### src/rtl/core/snip_pkg.sv
package snip_pkg;

    localparam int ROW_BITS  = 8;
    localparam int COL_BITS  = 8;
    localparam int ADDR_BITS = ROW_BITS + COL_BITS;
    localparam int DEPTH     = 1 << ADDR_BITS;
    localparam int PIX_BITS  = 32;
    localparam int SIZE_BITS = 9;
    localparam int WIN_BITS  = 7;
    localparam int TAPS      = 9;
    localparam int TAP_BITS  = 4;
    localparam logic [SIZE_BITS-1:0] MAX_SIZE = 9'd256;

    typedef enum logic [1:0] {
        ACT_WRITE = 2'd0,
        ACT_RUN   = 2'd1,
        ACT_READ  = 2'd2
    } t_action;

    typedef enum logic [1:0] {
        CFG_ROWS  = 2'd0,
        CFG_COLS  = 2'd1,
        CFG_WIDTH = 2'd2
    } t_cfg_index;

    // tap order inside the window
    localparam logic [TAP_BITS-1:0] TAP_CENTER = 4'd0;
    localparam logic [TAP_BITS-1:0] TAP_P4     = 4'd1;
    localparam logic [TAP_BITS-1:0] TAP_S4     = 4'd2;
    localparam logic [TAP_BITS-1:0] TAP_P2     = 4'd3;
    localparam logic [TAP_BITS-1:0] TAP_S3     = 4'd4;
    localparam logic [TAP_BITS-1:0] TAP_S2     = 4'd5;
    localparam logic [TAP_BITS-1:0] TAP_P3     = 4'd6;
    localparam logic [TAP_BITS-1:0] TAP_S1     = 4'd7;
    localparam logic [TAP_BITS-1:0] TAP_P1     = 4'd8;

    typedef struct packed {
        logic [1:0]          action;
        logic [ROW_BITS-1:0] row_index;
        logic [COL_BITS-1:0] column_index;
        logic [PIX_BITS-1:0] pixel_value;
    } t_in_item;

    typedef struct packed {
        logic                result_kind;
        logic [PIX_BITS-1:0] read_value;
    } t_out_item;

    typedef enum logic [3:0] {
        ST_IDLE,
        ST_RUN_LOAD,
        ST_PASS_CHECK,
        ST_FETCH,
        ST_FETCH_WAIT,
        ST_CALC_SIDES,
        ST_CALC_EST,
        ST_COMMIT_RD,
        ST_COMMIT_WR,
        ST_NEXT_PASS,
        ST_DONE
    } t_state;

    typedef struct packed {
        logic host_wr;
        logic host_rd;
        logic load_p;
        logic dec_p;
        logic init_ij;
        logic fetch;
        logic calc_sides;
        logic calc_est;
        logic commit_rd;
        logic commit_wr;
        logic step;
        logic done;
    } t_ctrl_cmd;

    typedef struct packed {
        logic p_zero;
        logic pass_empty;
        logic k_last;
        logic ij_last;
    } t_ctrl_status;

endpackage

### src/rtl/core/snip_ctrl.sv
module snip_ctrl (
    input  logic                  i_clk,
    input  logic                  i_rst_n,
    input  logic                  start,
    input  logic [1:0]            i_action,
    input  snip_pkg::t_ctrl_status i_status,
    output snip_pkg::t_ctrl_cmd   o_cmd,
    output logic                  busy
);
    import snip_pkg::*;

    t_state r_state, n_state;
    logic   accept;

    assign accept = start && (r_state == ST_IDLE);

    // state register
    always_ff @(posedge i_clk) begin
        if (!i_rst_n) begin
            r_state <= ST_IDLE;
        end else begin
            r_state <= n_state;
        end
    end

    // next state
    always_comb begin
        n_state = r_state;
        case (r_state)
            ST_IDLE: begin
                if (accept && i_action == ACT_RUN) n_state = ST_RUN_LOAD;
            end
            ST_RUN_LOAD:   n_state = ST_PASS_CHECK;
            ST_PASS_CHECK: begin
                if (i_status.p_zero) n_state = ST_DONE;
                else if (i_status.pass_empty) n_state = ST_NEXT_PASS;
                else n_state = ST_FETCH;
            end
            ST_FETCH: begin
                if (i_status.k_last) n_state = ST_FETCH_WAIT;
            end
            ST_FETCH_WAIT: n_state = ST_CALC_SIDES;
            ST_CALC_SIDES: n_state = ST_CALC_EST;
            ST_CALC_EST: begin
                n_state = i_status.ij_last ? ST_COMMIT_RD : ST_FETCH;
            end
            ST_COMMIT_RD:  n_state = ST_COMMIT_WR;
            ST_COMMIT_WR: begin
                n_state = i_status.ij_last ? ST_NEXT_PASS : ST_COMMIT_RD;
            end
            ST_NEXT_PASS:  n_state = ST_PASS_CHECK;
            ST_DONE:       n_state = ST_IDLE;
            default:       n_state = ST_IDLE;
        endcase
    end

    // command outputs
    always_comb begin
        o_cmd = '0;
        case (r_state)
            ST_IDLE: begin
                o_cmd.host_wr = accept && i_action == ACT_WRITE;
                o_cmd.host_rd = accept && i_action == ACT_READ;
            end
            ST_RUN_LOAD:   o_cmd.load_p = 1'b1;
            ST_PASS_CHECK: o_cmd.init_ij = !i_status.p_zero && !i_status.pass_empty;
            ST_FETCH:      o_cmd.fetch = 1'b1;
            ST_CALC_SIDES: o_cmd.calc_sides = 1'b1;
            ST_CALC_EST: begin
                o_cmd.calc_est = 1'b1;
                o_cmd.step     = 1'b1;
                o_cmd.init_ij  = i_status.ij_last;
            end
            ST_COMMIT_RD:  o_cmd.commit_rd = 1'b1;
            ST_COMMIT_WR: begin
                o_cmd.commit_wr = 1'b1;
                o_cmd.step      = 1'b1;
            end
            ST_NEXT_PASS:  o_cmd.dec_p = 1'b1;
            ST_DONE:       o_cmd.done = 1'b1;
            default:       o_cmd = '0;
        endcase
    end

    assign busy = (r_state != ST_IDLE);
endmodule

### config.mk
export PLATFORM = sky130hd
export DESIGN_NAME = snip_ctrl
export DESIGN_NICKNAME = d
export VERILOG_FILES = /design/src/rtl/core/snip_pkg.sv /design/src/rtl/core/snip_ctrl.sv
export SDC_FILE = /design/constraint.sdc
export NUM_CORES = 1
export LEC_CHECK = 0
export ABC_AREA = 1
export BUFFER_PORTS_ARGS = -buffer_cell sky130_fd_sc_hd__buf_2
export CORE_AREA = 2 2 39 41
export DETAILED_ROUTE_END_ITERATION = 12
export DIE_AREA = 0 0 41 43
export GPL_TIMING_DRIVEN = 0
export SLEW_MARGIN = 0
export SYNTH_ARGS = -nofsm -noshare
export SYNTH_HDL_FRONTEND = slang
export SYNTH_SLANG_ARGS = --single-unit
### constraint.sdc
create_clock -name i_clk -period 1.4 [get_ports i_clk]
set_input_delay 0.14 -clock i_clk [delete_from_list [all_inputs] [get_ports i_clk]]
set_output_delay 0.14 -clock i_clk [all_outputs]
set_load 0.005 [all_outputs]
# Word level (Yosys, flattened, before mapping)
# Index checks and enable logic that the tools add are counted.
# totals
wordCells,46
reg_bits,4
output_inout_bits,13
inputBits,9
# classes
n_mux,18
n_eq_ne,14
reduce_logical,13
# op_table
cell,n
$pmux W4 S9,1
$mux W4,5
$eq A4 B3 Y1 const B,4
$eq A4 B4 Y1 const B,3
$mux W1,9
$eq A4 B2 Y1 const B,2
$logic_and A1 B1 Y1,5
$eq A4 B1 Y1 const B,1
$logic_not A4 Y1,1
$reduce_bool A4 Y1,1
$reduce_or A2 Y1,2
$mux W3,1
$eq A2 B1 Y1 const B,1
$eq A2 B2 Y1 const B,1
$logic_not A1 Y1,2
$logic_not A2 Y1,1
$mux W2,1
$ne A2 B1 Y1 const B,1
$ne A2 B2 Y1 const B,1
$pmux W1 S2,1
$reduce_and A2 Y1,1

# Depth between registers and ports, before layout
# logic_depth
ltp_word,5
depth_mapped,8
mapped_depth_nobuf,8

# Least setup slack after synthesis
# OpenSTA, ideal clock, no wires.
# synth_timing
path_type,reg2out
from,register r_state[3]
to,output o_cmd[10] in the netlist's numbering
t_required_ps,1260
arrival_ps,938
setup_slack_ps,322
path_stages_with_launch,6
n_path_buf,0
path_cell_list,dfxtp_1 nor2_4 inv_2 nor2_4 inv_2 nor4_1
# synth_lines
element,line_no,rtl
from (decl),snip_ctrl.sv:12,"t_state r_state, n_state;"
from (signal assigned),snip_ctrl.sv:22,r_state <= n_state;
to (decl),snip_ctrl.sv:7,"output snip_pkg::t_ctrl_cmd o_cmd,"

==> qor.txt <==
Die Ht - 43 microns
max_cap viols - 0
global-route usage over all layers - 13.6%
total power - 0.999 mW
static leakage - 0.416 nW
clock root cell - clkbuf_4
Longest Clk Path Bufs - 2
DR vias/cell - 4.28
Worst-path clk slew - 0.04 ns
max reg flops - 4
Critical Path Max Stage Delay - 0.35 ns
CP max FO - 3
clk_lat worst skew - 0.23 ns
hold-fix buffer count after cts - 0
CTS sink count - 4
share of the synthesized area in the top cell type - 18.9%
WP buf/inv - 3
initial antenna violation count - 0
commonest non-fill, non-tap cell in the layout - buf_2
outcome - finished clean
fin nets - 118
internal reg-to-reg setup slack - 0.32 ns
first-pass detailed-route iteration total - 4
DRT iter0 DRCs - 11
first-pass GRT wire length - 1.65 mm
reg2reg end - r_state[2]
RR Startpoint - r_state[2]
area grow syn2layout - 52.2%
Top reg by flops - r_state
commonest cells after routing, fill and taps aside - 21 x buf_2, 19 x nand2_1, 15 x inv_1
Avg Inst Size Synth - 5.44 sq um
Worst slew margin - 87.0%
Post-Syn Area - 424 sq um
io pins - 22
Synth Net Count - 87
cell count after synthesis - 78
CTS tree - built
CTS Buf Count - 3
DRT antenna net count - 0
Critical Path AT - 1.23 ns
Post-Route WL - 1.03 mm
placed cell areas - 549 sq um
Worst Hold Launch - i_rst_n
Clock Skew - 0.00197 ns
RSZ-0062 raised after global routing - true
layout cells sized above 1 - 45.8%
classification of the worst setup path - flip-flop to output port
Slew @ Worst Pin - 0.194 ns
biggest regs - r_state x4
Yosys warning count - 0
Worst Path Required - 1.26 ns
cell row count - 14
setup slack after layout - 0.0298 ns
Tmin final - 1.37 ns
Core Util, Final - 46.7%
Detail Placement HPWL - 868 microns
Final Hold Viols - 0
CP startpoint kind - flip-flop
RD Place Congestion - 0.804
Min-Delay Path Class - input port to flip-flop
Pwr Density - 1550 nW/um^2
Max IR drop VDD - 0.666 mV
CORE AREA - 1380 sq um
Reg area - 90.1 sq um
Cell Chain, Critical Path - nor2_4, inv_2, nor2_4, inv_2, nor4_1, buf_2
final slew viol count - 0
Yosys top cell by area - dfxtp_1
Final setup violation count - 0
Remaining DRCs - 0
via count of the first global-routing pass - 420
DR WL/cell - 8.33 microns
Yosys cell types - 16
setup TNS - 0 ns
Fillers - 152
largest net degree at the start of global routing - 7
Starting Density - 30.7%
worst slack, placed - 0.172 ns
hold endpoint - r_state[1]
Worst Reg-to-Reg Cells - 7
Worst Setup SP - r_state[2]
Top delay family on crit path - simple AND/OR/NAND/NOR gates
fmax - 0.730 GHz
Die W - 41 microns
GRT overflow - 0
Worst setup EP type - output port
Die ar. - 1760 sq um
port bufs - 21
area of the multi-input gates - 299 sq um
hold-critical path depth - 3
detailed-route via count - 527
period utilization - 97.9%
Slowest cell on crit path - dfxtp_4
top cells by area, synth - dfxtp_1 19%, nand2_1 18%, inv_1 13%
antenna cell count - 0
H-tree levels - 1
fin area - 646 sq um
#FFs+latches synth - 4
register area share after synthesis - 18.9%
-- worst register-to-register path, cell delays in order, from the launching register on --
cell and delay (ns):
dfxtp_4 0.35, nor2_4 0.12, buf_4 0.13, nand2_1 0.08, nor2_1 0.13, a21oi_1 0.05, nand2_1 0.08, nor2_2 0.03
-- cells in the mapped netlist --
library cell / n
nor4_1: 2
nand3_2: 1
nand2_2: 3
nor2_4: 3
inv_1: 15
nor2_1: 13
nor2_2: 2
nand3b_1: 1
o21ai_1: 1
dfxtp_1: 4
nand2_1: 20
or2_1: 1
inv_2: 4
nand4_1: 2
nand3_1: 4
a21oi_1: 2
-- cells by family (layout without fill, tap and decap cells) --
logic type,Yosys count,after routing,share of synthesized area (%)
AOI/OAI and AO/OA,3,3,3.54
buffers and inverters,19,48,16.8
DFF,4,4,18.9
and+or+nand+nor,52,52,60.8
-- through the flow --
stage,cells,hold slack [ns]
global placement,115,0.358
global route,123,0.154
floorplan,78,0.238
finish,123,0.127
detailed placement,115,0.366
CTS,119,0.123
-- power by group --
part           internal, mW  total [mW]  switching [mW]
sequential            0.158       0.214          0.0561
clock                0.0954       0.136          0.0410
combinational         0.282       0.648           0.366
-- final cells by class --
type | instances | area share, %
Sequential cell | 4 | 14.0
Clock buffer | 3 | 3.49
Multi-Input combinational cell | 55 | 46.3
Inverter | 19 | 11.0
Tap cell | 16 | 3.10
Timing Repair Buffer | 26 | 22.1
-- repair_timing --
action | CTS | global route
setup buffers | 1 | 4
gates resized for setup | 4 | 8
endpoints found under the setup margin | 3 | 4
pin swaps | 2 | 2
-- worst max path at each step --
stage	cells after the start	slack (ns)	endpoint
after detailed placement	6	0.17	o_cmd[11]
after floorplan	5	0.32	o_cmd[10]
final	6	0.03	o_cmd[11]
after global placement	6	0.16	o_cmd[11]
after global routing	6	-0.04	o_cmd[10]
after CTS	6	0.01	o_cmd[10]
-- routing by layer --
metal	track usage [%]	vias to the layer above	share of wire [%]
met5	0	-	0
met3	4.71	0	4.4
met4	4.00	0	0
li1	-	291	-
met2	19.4	11	45
met1	18.8	225	50
Power figures use the tool's default switching activity.
